<file path="config.mk">
export PLATFORM = sky130hd
export DESIGN_NAME = pcx_rle_line_encoder_top
export DESIGN_NICKNAME = d
export VERILOG_FILES = /design/src/design/pcxrle_pkg.sv /design/src/design/pcxrle_encode.sv /design/src/design/pcxrle_line_encoder_top.sv
export SDC_FILE = /design/constraint.sdc
export NUM_CORES = 1
export LEC_CHECK = 0
export BUFFER_PORTS_ARGS = -buffer_cell sky130_fd_sc_hd__buf_2
export CAP_MARGIN = 0
export CORE_MARGIN = 1.5
export CORE_UTILIZATION = 45
export CTS_CLUSTER_SIZE = 30
export DETAILED_ROUTE_END_ITERATION = 10
export GPL_ROUTABILITY_DRIVEN = 0
export PLACE_DENSITY = 0.68
export SLEW_MARGIN = 20
export SYNTH_ARGS = -nofsm -noshare
export SYNTH_HDL_FRONTEND = slang
export SYNTH_SLANG_ARGS = --single-unit
export TNS_END_PERCENT = 1
</file>
<file path="constraint.sdc">
create_clock -name i_clk -period 5.1 [get_ports i_clk]
set_input_delay 0.51 -clock i_clk [delete_from_list [all_inputs] [get_ports i_clk]]
set_output_delay 0.51 -clock i_clk [all_outputs]
set_load 0.05 [all_outputs]
</file>
<file path="src/design/pcxrle_pkg.sv">
package pcxrle_pkg;

    // Run limits and count byte marker
    localparam logic [5:0] RUN_MAX    = 6'h3F;
    localparam logic [7:0] COUNT_MARK = 8'hC0;

    // Results per item and output queue geometry
    localparam int MAX_RES    = 4;
    localparam int FIFO_DEPTH = 8;
    localparam int PTR_W      = $clog2(FIFO_DEPTH);
    localparam int CNT_W      = $clog2(FIFO_DEPTH + 1);
    localparam int RES_W      = $clog2(MAX_RES + 1);

    typedef logic [PTR_W-1:0] t_ptr;
    typedef logic [CNT_W-1:0] t_cnt;
    typedef logic [RES_W-1:0] t_res_cnt;

    // One encoded run: one or two bytes, or none when disabled
    typedef struct packed {
        logic [7:0] b0;
        logic [7:0] b1;
        logic [1:0] n;
    } t_run;

    // Everything one item yields: bytes, their count, line end, next state
    typedef struct packed {
        logic [MAX_RES-1:0][7:0] bytes;
        t_res_cnt                count;
        logic                    last;
        logic [7:0]              held;
        logic [5:0]              len;
        logic                    open;
    } t_enc_res;

    // Queue entry
    typedef struct packed {
        logic       last;
        logic [7:0] data;
    } t_entry;

    // Encode one run: count byte only for runs above one or when the
    // inverted byte would look like a count byte itself
    function automatic t_run make_run(input logic [7:0] data, input logic [5:0] count,
                                      input logic en);
        t_run       r;
        logic [7:0] inv;
        inv = ~data;
        r   = '0;
        if (en) begin
            if ((inv[7:6] == 2'b11) || (count > 6'd1)) begin
                r.b0 = COUNT_MARK | {2'b00, count};
                r.b1 = inv;
                r.n  = 2'd2;
            end else begin
                r.b0 = inv;
                r.b1 = 8'h00;
                r.n  = 2'd1;
            end
        end
        return r;
    endfunction

endpackage

</file>
<file path="src/design/pcxrle_encode.sv">
module pcxrle_encode
    import pcxrle_pkg::*;
(
    input  logic       i_open,
    input  logic [7:0] i_held,
    input  logic [5:0] i_len,
    input  logic [7:0] i_byte,
    input  logic       i_line_end,
    output t_enc_res   o_res
);

    logic [5:0] len_inc;
    logic [7:0] mid_held;
    logic [5:0] mid_len;
    logic [7:0] run1_data;
    logic [5:0] run1_cnt;
    logic       run1_en;
    t_run       run1;
    t_run       run2;

    assign len_inc = i_len + 6'd1;

    // Run update for the incoming byte
    always_comb begin
        run1_data = i_held;
        run1_cnt  = i_len;
        run1_en   = 1'b0;
        mid_held  = i_byte;
        mid_len   = 6'd1;
        if (i_open && (i_byte == i_held)) begin
            mid_held = i_held;
            if (len_inc == RUN_MAX) begin
                // full run goes out at once
                run1_cnt = RUN_MAX;
                run1_en  = 1'b1;
                mid_len  = 6'd0;
            end else begin
                mid_len = len_inc;
            end
        end else if (i_open) begin
            // different byte closes the current run
            run1_en = (i_len != 6'd0);
        end
    end

    assign run1 = make_run(run1_data, run1_cnt, run1_en);
    // flush at line end
    assign run2 = make_run(mid_held, mid_len, i_line_end && (mid_len != 6'd0));

    // Pack both runs into consecutive slots
    always_comb begin
        o_res.bytes = '0;
        case (run1.n)
            2'd1: begin
                o_res.bytes[0] = run1.b0;
                o_res.bytes[1] = run2.b0;
                o_res.bytes[2] = run2.b1;
            end
            2'd2: begin
                o_res.bytes[0] = run1.b0;
                o_res.bytes[1] = run1.b1;
                o_res.bytes[2] = run2.b0;
                o_res.bytes[3] = run2.b1;
            end
            default: begin
                o_res.bytes[0] = run2.b0;
                o_res.bytes[1] = run2.b1;
            end
        endcase
        o_res.count = RES_W'(run1.n) + RES_W'(run2.n);
        o_res.last  = i_line_end;
        if (i_line_end) begin
            o_res.held = 8'h00;
            o_res.len  = 6'd0;
            o_res.open = 1'b0;
        end else begin
            o_res.held = mid_held;
            o_res.len  = mid_len;
            o_res.open = 1'b1;
        end
    end

endmodule

</file>
<file path="src/design/pcxrle_line_encoder_top.sv">
// Run-length encoder for raster scan lines with inverted data bytes.
// Input channel: one raster byte per transfer (i_in_byte), with i_in_line_end
// set on the final byte of a scan line. Output channel: one encoded byte per
// transfer (o_out_byte), o_out_last set on the final encoded byte of the line.
// Both channels use valid/stall; a transfer happens when valid is high and
// stall is low.
// An input byte is registered in the input stage, then encoded into the
// eight-entry output queue once the queue has room for a full result set;
// its results are then presented at the queue head in order.
// An input byte yields zero to four encoded bytes.
// Throughput: one input byte per cycle while the queue has room for four more
// entries; the output port drains one byte per cycle while the receiver does
// not stall, so a stream is bound by the encoded bytes per input byte (two
// at worst for a running stream, four at a line end).
// Reset (synchronous, active low) empties the queue and the input register and
// returns the run state to awaiting the first byte of a line.
// When the receiver stalls, the head byte holds; the queue fills and then the
// input stage stalls, losing nothing.
module pcx_rle_line_encoder_top
    import pcxrle_pkg::*;
(
    input  logic       i_clk,
    input  logic       i_rst_n,
    input  logic       i_in_valid,
    output logic       o_in_stall,
    input  logic [7:0] i_in_byte,
    input  logic       i_in_line_end,
    output logic       o_out_valid,
    input  logic       i_out_stall,
    output logic [7:0] o_out_byte,
    output logic       o_out_last
);

    logic       r_in_valid;
    logic [7:0] r_in_byte;
    logic       r_in_last;
    logic [7:0] r_held;
    logic [5:0] r_len;
    logic       r_open;
    t_entry     r_mem [FIFO_DEPTH];
    t_ptr       r_wr_ptr;
    t_ptr       r_rd_ptr;
    t_cnt       r_cnt;
    t_cnt       n_cnt;
    t_enc_res   enc_res;
    logic       proc;
    logic       in_xfer;
    logic       pop;

    // Process the staged byte when the queue can take a full result set
    assign proc       = r_in_valid && (r_cnt <= CNT_W'(FIFO_DEPTH - MAX_RES));
    assign o_in_stall = r_in_valid && !proc;
    assign in_xfer    = i_in_valid && !o_in_stall;
    assign pop        = o_out_valid && !i_out_stall;

    pcxrle_encode u_encode (
        .i_open     (r_open),
        .i_held     (r_held),
        .i_len      (r_len),
        .i_byte     (r_in_byte),
        .i_line_end (r_in_last),
        .o_res      (enc_res)
    );

    // Input stage
    always_ff @(posedge i_clk) begin
        if (!i_rst_n) begin
            r_in_valid <= 1'b0;
        end else if (in_xfer) begin
            r_in_valid <= 1'b1;
        end else if (proc) begin
            r_in_valid <= 1'b0;
        end
        if (in_xfer) begin
            r_in_byte <= i_in_byte;
            r_in_last <= i_in_line_end;
        end
    end

    // Run state
    always_ff @(posedge i_clk) begin
        if (!i_rst_n) begin
            r_held <= 8'h00;
            r_len  <= 6'd0;
            r_open <= 1'b0;
        end else if (proc) begin
            r_held <= enc_res.held;
            r_len  <= enc_res.len;
            r_open <= enc_res.open;
        end
    end

    // Output queue storage
    always_ff @(posedge i_clk) begin
        for (int k = 0; k < MAX_RES; k++) begin
            if (proc && (RES_W'(k) < enc_res.count)) begin
                r_mem[r_wr_ptr + PTR_W'(k)] <= '{
                    last: enc_res.last && (RES_W'(k) == enc_res.count - RES_W'(1)),
                    data: enc_res.bytes[k]
                };
            end
        end
    end

    // Queue pointers and fill count
    always_comb begin
        n_cnt = r_cnt;
        if (proc) begin
            n_cnt = n_cnt + CNT_W'(enc_res.count);
        end
        if (pop) begin
            n_cnt = n_cnt - CNT_W'(1);
        end
    end

    always_ff @(posedge i_clk) begin
        if (!i_rst_n) begin
            r_wr_ptr <= '0;
            r_rd_ptr <= '0;
            r_cnt    <= '0;
        end else begin
            if (proc) begin
                r_wr_ptr <= r_wr_ptr + PTR_W'(enc_res.count);
            end
            if (pop) begin
                r_rd_ptr <= r_rd_ptr + PTR_W'(1);
            end
            r_cnt <= n_cnt;
        end
    end

    assign o_out_valid = (r_cnt != '0);
    assign o_out_byte  = r_mem[r_rd_ptr].data;
    assign o_out_last  = r_mem[r_rd_ptr].last;

endmodule

</file>
==> results of run 1 <==
==> logic make-up (layout without fill, tap and decap cells) <==
| logic type | Yosys count | count (layout) | synth area share |
|---|---|---|---|
| multiplexers | 54 | 54 | 0.09780 |
| XOR/XNOR | 26 | 26 | 0.02866 |
| flip-flops | 110 | 110 | 0.3792 |
| adder cells (fa/ha/maj) | 15 | 15 | 0.02488 |
| AND/OR/NAND/NOR | 319 | 319 | 0.1981 |
| buffers and inverters | 64 | 87 | 0.03449 |
| AO/OA/AOI/OAI | 246 | 246 | 0.2369 |
==> worst max-delay path by stage <==
stage                            start           to  slack [ps]  depth (start not counted)
after floorplan           r_in_byte[0]  r_mem[4][0]         390                         15
after CTS                 r_in_byte[1]  r_mem[4][0]         190                         15
final                     r_in_byte[1]  r_mem[3][8]          80                         12
after detailed placement  r_in_byte[1]  r_mem[4][0]         220                         15
after global placement    r_in_byte[0]  r_mem[6][0]         370                         14
after global routing          r_len[1]  r_mem[5][0]         -60                         15
==> registers in the layout, indices dropped and copies added, names as in the netlist, 3 cells and up, named ones only <==
name and flops:
r_mem 72, r_held 8, r_in_byte 8, r_len 6, r_cnt 4, r_rd_ptr 3
r_wr_ptr 3
==> metal layers <==
metal,part of all wire,GRT usage
met5,0,0
met4,0.041,0.1300
met3,0.11,0.06562
met2,0.44,0.4368
met1,0.40,0.4030
==> layout make-up <==
class	count	area (µm²)
Tap cell	225	281.5
Timing Repair Buffer	58	377.9
Sequential cell	110	3013
Clock inverter	7	88.84
Inverter	13	53.80
Fill cell	1604	8574
Multi-Input combinational cell	660	4682
Clock buffer	9	225.2
==> power groups by stage <==
stage	clock [W]	combinational [W]	sequential, W
4_1_cts	0.000768	0.000804	0.00108
2_1_floorplan	0	0.000629	0.00107
5_1_grt	0.000805	0.000872	0.00109
3_5_place_dp	0	0.000802	0.00110
3_3_place_gp	0	0.000793	0.00110
6_report	0.000760	0.000809	0.00108
==> per-stage QoR <==
stage	utilization	setup TNS, ps	instances	worst slack, ps
3_3_place_gp	0.4850	0	1066	366.7
3_5_place_dp	0.4852	0	1066	220.0
6_report	0.5043	0	1082	82.29
5_1_grt	0.5043	-335.1	1082	-58.91
4_1_cts	0.5033	0	1082	193.6
2_1_floorplan	-	0	834	392.3
==> repair_timing <==
item | 4_1_cts | 5_1_grt
setup endpoints to repair | 0 | 21
hold buffers | 0 | 0
gates resized for setup | 0 | 3
hold endpoints to repair | 0 | 0
setup buffers | 0 | 0
==> cells in the mapped netlist, types with 12 or more instances <==
master,count
nand2_1,105
edfxtp_1,81
nor2_1,77
o21ai_0,43
a21oi_1,38
clkbuf_1,35
dfxtp_1,29
nand3_1,28
mux2i_1,27
nor3_1,21
xor2_1,19
mux4_2,18
o211ai_1,17
o22ai_1,17
and2_1,16
o221ai_1,15
a22oi_1,13
a21boi_0,12
==> worst max-delay path, stage by stage, from the launching register on <==
cell and delay, ps:
edfxtp_1 540, xor2_1 240, or4_4 580, or4_4 580
o21ai_4 170, inv_6 130, fa_1 550, and2_1 220
nor4b_1 300, buf_4 200, nand2_1 80, nor2_1 360
a311o_1 690
==> results_dict.tcl, run 1 <==
set metrics [dict create \
    status "completed" \
    power.switching_w 0.0009313 \
    synth_edf_count 81 \
    synth_area_um2 7945 \
    drtAntennaViolNets 0 \
    pwr-share-seq 0.409 \
    whs_path_depth 1 \
    max_slew_margin 0.3046 \
    netlist.area_leader.share 0.3061 \
    hp-start "i_in_byte[5]" \
    final_common_cell "nand2_1" \
    vias 7397 \
    die_height_um 135.9 \
    mostFrequentLayoutCells "nand2_1, edfxtp_1, nor2_1, o21ai_0, a21oi_1" \
    cts_root_buffer "clkbuf_16" \
    rr_endpoint "r_mem[3][8]" \
    p_clk_frac 0.287 \
    fin_skew_ps 12.67 \
    ys_ff_latch 110 \
    internal-power_w 0.001721 \
    worstPathRequired_ps 5100 \
    cts_buffers 9 \
    rows 48 \
    io_buffers 23 \
    diodes 0 \
    synth_cell_types 94 \
    synthTopCellsByArea "edfxtp_1, dfxtp_1, mux4_2" \
    via_per_inst 6.836 \
    synth_nets 860 \
    initial_utilization 0.4593 \
    coreArea_um2 17300 \
    drc 0 \
    max_cap_viol_count 0 \
    cts_tree "built" \
    totalWireLength_mm 25.91 \
    powerDensity_nw_per_um2 304.1 \
    fmax_mhz 199.3 \
    drv_slew 0 \
    grt_pass1_wl_mm 40.43 \
    pwr-share-comb 0.305 \
    hold_viol_final 0 \
    grtUsageTotal 0.2914 \
    grt_overflow 0 \
    syn_avg_cell_area_um2 9.527 \
    ir_drop_uv 318.2 \
    clkSlewWorstSetupHoldPaths_ps 80 \
    arrival_ps 5020 \
    placed_area_um2 8392 \
    die_area_um2 18460 \
    wl_per_cell_um 23.95 \
    fin_crit_ps 5018 \
    antenna_found_initial 0 \
    yosysSeqAreaShare 0.3792 \
    reg2reg_from "r_in_byte[1]" \
    ys_async_sr_fraction 0 \
    grt_max_degree 31 \
    drive_above_1_share 0.1774 \
    grt_pass1_vias 6829 \
    worstHoldPathType "input pin to register" \
    rsz0062_at_grt "true" \
    final_nets 878 \
    start_kind "register" \
    swShare 0.3512 \
    syn_to_final_growth_pct 9.780 \
    finalSetupViolCount 0 \
    p_leak_nw 3.174 \
    synthCells 834 \
    cts.sinks 110 \
    yosys.area.top_type "edfxtp_1" \
    end_kind "register" \
    dr.pass1.iters 6 \
    cp_max_fo 9 \
    h-tree-depth 3 \
    design_area_um2 8722 \
    ys_warn_count 0 \
    io_pins 24 \
    tightest_slew_ps 1043 \
    cts_buffer_depth 2 \
    ys.flop_type "edfxtp_1" \
    holdPathEnd "r_in_byte[5]" \
    crit_type "register to register" \
    reg2regPathDepth 12 \
    clk_latency_ps 370 \
    post-route-period-util 0.9839 \
    whs_ps 306.7 \
    die_x_um 135.9 \
    total_power_w 0.002652 \
    drtIter0Drc 1227 \
    reg2reg_slack_ps 80 \
    dp.final_hpwl_mm 19.34 \
]
Power figures use the tool's default switching activity.
==> run 2, diff against run 1 <==
--- a/config.mk
+++ b/config.mk
@@ -7,7 +7,7 @@
 export LEC_CHECK = 0
 export BUFFER_PORTS_ARGS = -buffer_cell sky130_fd_sc_hd__buf_2
 export CAP_MARGIN = 0
-export CORE_MARGIN = 1.5
+export CORE_MARGIN = 2
 export CORE_UTILIZATION = 45
 export CTS_CLUSTER_SIZE = 30
 export DETAILED_ROUTE_END_ITERATION = 10
@@ -17,4 +17,4 @@
 export SYNTH_ARGS = -nofsm -noshare
 export SYNTH_HDL_FRONTEND = slang
 export SYNTH_SLANG_ARGS = --single-unit
-export TNS_END_PERCENT = 1
+export TNS_END_PERCENT = 20
==> run 2 against run 1 <==
Compared with the run above:
- flip-flop and latch count unchanged
- non-clock buffer count decreased by 1
- wire length increased by 1.6%
- largest power group unchanged
- register-to-register slack improved by 70 ps
- hold slack improved by 7.1 ps
==> results_dict.tcl, run 2 (same netlist as run 1, synthesis figures left out) <==
set metrics [dict create \
    top_regs "r_mem: 72 flops, r_held: 8 flops, r_in_byte: 8 flops" \
    rows 48 \
    clkSlewWorstSetupHoldPaths_ps 80 \
    crit_family "simple AND/OR/NAND/NOR gates" \
    crit_buf_inv 3 \
    grt_pass1_wl_mm 40.61 \
    antenna_found_initial 0 \
    drtIter0Drc 1238 \
    post-route-period-util 0.9704 \
    seq_area_um2 3013 \
    h-tree-depth 3 \
    vias 7367 \
    crit_path_cell_trace "xor2_1 > or4_4 > or4_4 > o21ai_4 > inv_6 > fa_1 > buf_4 > and2_1 > nor4b_1 > buf_4 > nand2_1 > nor3_2 > nor2_1 > a221oi_1" \
    cts_tree "built" \
    powerDensity_nw_per_um2 305.0 \
    final_common_cell "nand2_1" \
    cts_root_buffer "clkbuf_16" \
    arrival_ps 5030 \
    cts_buffers 9 \
    fmax_mhz 202.1 \
    start_kind "register" \
    cts_buffer_depth 2 \
    clk_latency_ps 370 \
    syn_to_final_growth_pct 9.449 \
    tns_ps 0 \
    grt_overflow 0 \
    end_kind "register" \
    cts.sinks 110 \
    largest_register_ffs 72 \
    max_slew_margin 0.2729 \
    via_per_inst 6.815 \
    drv_slew 0 \
    diodes 0 \
    status "completed" \
    crit_slowest_cell "or4_4" \
    dr.pass1.iters 8 \
    finalSetupViolCount 0 \
    drc 0 \
    totalWireLength_mm 26.33 \
    drive_above_1_share 0.1729 \
    fin_skew_ps 11.70 \
    slowest_delay_ps 580 \
    design_area_um2 8696 \
    post_cts_buffers 0 \
    multi_input_area_um2 4671 \
    top_register "r_mem" \
    wl_per_cell_um 24.35 \
    grt_pass1_vias 6828 \
    crit_type "register to register" \
    fin_crit_ps 4949 \
    worstHoldPathType "input pin to register" \
    io_pins 24 \
    final_nets 877 \
    die_area_um2 18730 \
    tightest_slew_ps 1088 \
    grtUsageTotal 0.2886 \
    die_x_um 136.9 \
    mostFrequentLayoutCells "nand2_1, edfxtp_1, nor2_1, o21ai_0, a21oi_1" \
    p_leak_nw 3.158 \
    drtAntennaViolNets 0 \
    worstPathRequired_ps 5180 \
    coreArea_um2 17300 \
    placed_area_um2 8382 \
    cp_max_fo 11 \
    dp.final_hpwl_mm 19.33 \
    max_cap_viol_count 0 \
    ir_drop_uv 303.1 \
    grt_max_degree 31 \
    initial_utilization 0.4593 \
    hold_viol_final 0 \
    io_buffers 23 \
    die_height_um 136.9 \
    num-fill-cells 1642 \
]
==> run 2: cell count changes in the layout (fill, tap and decap cells not counted), sizes merged <==
cell / previous run / this run
clkbuf: 9 / 10
inv: 15 / 14
buf: 58 / 57
==> run 2: layout make-up <==
type,count,share of cell area
Clock buffer,10,0.02633
Inverter,13,0.006187
Timing Repair Buffer,57,0.04259
Clock inverter,6,0.008921
Multi-Input combinational cell,660,0.5371
Sequential cell,110,0.3465
Tap cell,225,0.03237
==> run 2: through the flow <==
| step | worst slack (ps) | utilization | total power (W) | instances | hold WS [ps] |
|---|---|---|---|---|---|
| 2_1_floorplan | 392.3 | - | 0.001697 | 834 | 478.9 |
| 3_3_place_gp | 367.1 | 0.4846 | 0.001894 | 1065 | 526.7 |
| 3_5_place_dp | 278.1 | 0.4846 | 0.001906 | 1065 | 529.6 |
| 4_1_cts | 248.8 | 0.5023 | 0.002645 | 1081 | 313.5 |
| 5_1_grt | -15.33 | 0.5027 | 0.002753 | 1081 | 315.1 |
| 6_report | 150.9 | 0.5027 | 0.002652 | 1081 | 313.8 |
==> run 2: final timing paths <==
kind	startpoint	end	slack, ps	cells after the start
worst min register to register	r_held[3]	r_held[3]	540	2
worst max-delay path	r_in_byte[1]	r_mem[1][7]	150	14
worst min-delay path	i_in_byte[6]	r_in_byte[6]	310	1
worst max register to register	r_in_byte[1]	r_mem[1][7]	150	14
==> run 2: where the power goes <==
part | switching (W) | leakage [nW] | internal (W) | total, W
clock network | 0.000365 | 0.151 | 0.000391 | 0.000756
logic | 0.000505 | 2.02 | 0.000308 | 0.000813
registers | 0.0000650 | 0.984 | 0.00102 | 0.00108
==> run 2: layer usage <==
metal / up-vias / track usage / share of wire
met2: 555 / 0.4350 / 0.44
met3: 96 / 0.06037 / 0.11
li1: 3249 / - / -
met1: 3467 / 0.3957 / 0.40
met5: - / 0 / 0
met4: 0 / 0.1392 / 0.047
==> run 2: repair_timing <==
action,4_1_cts,5_1_grt
gates resized for setup,0,2
setup endpoints to repair,0,1
hold buffers,0,0
==> run 2: worst reg2reg max path: stages (launching register included) <==
cell	delay [ps]
edfxtp_1	530
xor2_1	240
or4_4	570
or4_4	580
o21ai_4	160
inv_6	130
fa_1	510
buf_4	200
and2_1	180
nor4b_1	290
buf_4	200
nand2_1	150
nor3_2	270
nor2_1	80
a221oi_1	570
==> run 3, diff against run 2 <==
--- a/config.mk
+++ b/config.mk
@@ -13,6 +13,7 @@
 export DETAILED_ROUTE_END_ITERATION = 10
 export GPL_ROUTABILITY_DRIVEN = 0
 export PLACE_DENSITY = 0.68
+export REMOVE_ABC_BUFFERS = 1
 export SLEW_MARGIN = 20
 export SYNTH_ARGS = -nofsm -noshare
 export SYNTH_HDL_FRONTEND = slang
==> run 3 against run 2 <==
Compared with the run above:
- clock skew grew 2.1 ps
- cell area grew 0.39%
- die area is the same
- hold slack lost 7.4 ps
- flip-flop and latch count is the same
- core utilization grew 0.20 points
- critical endpoint is now r_mem[4][0]
- largest cell class unchanged
- highest routed layer unchanged
==> results_dict.tcl, run 3 (same netlist as run 1, synthesis figures left out) <==
set metrics [dict create \
    slowest_delay_ps 610 \
    die_height_um 136.9 \
    cts_tree "built" \
    start_kind "register" \
    mostFrequentLayoutCells "nand2_1, edfxtp_1, nor2_1, o21ai_0" \
    wl_met3_mm 2.767 \
    antenna_found_initial 0 \
    syn_to_final_growth_pct 9.874 \
    cts_buffers 9 \
    largest_register_ffs 72 \
    cts_hold_buf 0 \
    crit_type "register to register" \
    die_x_um 136.9 \
    whs_path_depth 1 \
    cts.sinks 110 \
    post_cts_buffers 0 \
    final_common_cell "nand2_1" \
    rows 48 \
    worstHoldPathType "input pin to register" \
    end_kind "register" \
    arrival_ps 5110 \
    grt_overflow 0 \
    io_pins 24 \
    wl_per_cell_um 23.60 \
    cts_root_buffer "clkbuf_16" \
    grt_pass1_wl_mm 40.21 \
    pre_cts_ws_ps 60.18 \
    drv_slew 0 \
    post-route-period-util 0.9767 \
    max_cap_viol_count 0 \
    fin_skew_ps 13.75 \
    top_regs "r_mem: 72 flops, r_held: 8 flops, r_in_byte: 8 flops" \
    cts_buffer_depth 2 \
    cts-resized-gates 0 \
    drive_above_1_share 0.1756 \
    status "completed" \
    drtIter0Drc 1356 \
    dr.pass1.iters 6 \
    io_buffers 23 \
    ir_drop_uv 313.4 \
    fmax_mhz 200.8 \
    crit_family "simple AND/OR/NAND/NOR gates" \
    rsz0062_at_grt "false" \
    h-tree-depth 3 \
    totalWireLength_mm 25.61 \
    routed-wl-met2_mm 11.18 \
    clkSlewWorstSetupHoldPaths_ps 80 \
    total_power_w 0.002648 \
    finalSetupViolCount 0 \
    tns_ps 0 \
    grtUsageTotal 0.2855 \
    clk_latency_ps 380 \
    p_leak_nw 3.186 \
    wl_met1_mm 10.50 \
    crit_path_cell_trace "xor2_1 > or4_1 > or4_4 > o21ai_4 > inv_6 > fa_1 > and2_1 > nor4b_1 > nand2_1 > nor3_2 > and2_1 > nor2_1 > a221o_1" \
    hold_viol_final 0 \
    top_register "r_mem" \
    path_common_cell "and2_1" \
    crit_buf_inv 1 \
    dr.max_layer_used "met4" \
    powerDensity_nw_per_um2 303.3 \
    max_slew_margin 0.2022 \
    drc 0 \
    vias 7281 \
    coreArea_um2 17300 \
    initial_utilization 0.4593 \
    drtAntennaViolNets 0 \
    design_area_um2 8730 \
    dp.final_hpwl_mm 18.98 \
    whs_ps 306.3 \
    fin_crit_ps 4981 \
    grt_pass1_vias 6875 \
    num-fill-cells 1617 \
    die_area_um2 18730 \
    crit_slowest_cell "or4_4" \
    placed_area_um2 8412 \
    final_nets 881 \
    cp_max_fo 9 \
    tightest_slew_ps 1188 \
    cp.depth 13 \
    grt_max_degree 29 \
    fin_ws_ps 119.0 \
    reg2regPathDepth 13 \
    worstPathRequired_ps 5230 \
    diodes 0 \
    via_per_inst 6.711 \
]
run 3: cell types whose count changed in the layout (fill, tap and decap cells not counted), sizes merged:
cell and delta:
buf +4, clkbuf -1, inv +1
run 3: worst paths after layout:
kind	start	end	slack, ps
min reg2reg	r_held[0]	r_held[0]	550
max reg2reg	r_in_byte[0]	r_mem[4][0]	120
min	i_in_byte[6]	r_in_byte[6]	310
max	r_in_byte[0]	r_mem[4][0]	120
run 3: cell type report:
class / instances / area, µm² / area share
clock buffers: 9 / 225.2 / 0.02580
flip-flops and latches: 110 / 3013 / 0.3451
repair buffers: 61 / 400.4 / 0.04586
clock inverters: 7 / 87.58 / 0.01003
inverters: 13 / 53.80 / 0.006163
multi-input cells: 660 / 4668 / 0.5348
well taps: 225 / 281.5 / 0.03225
run 3: power breakdown:
group	internal, W	switching, W
clock	0.000393	0.000369
sequential	0.00102	0.0000610
combinational	0.000309	0.000497
total	0.00172	0.000928
run 3: layer usage:
layer	up-vias	track usage
met3	111	0.06296
met2	490	0.4283
met5	-	0
li1	3257	-
met4	0	0.1203
met1	3423	0.3984
run 3: stage by stage:
stage,cells,utilization
after detailed placement,1069,0.4863
after global placement,1069,0.4863
final,1085,0.5047
after CTS,1085,0.5044
after floorplan,783,-
after global routing,1085,0.5047
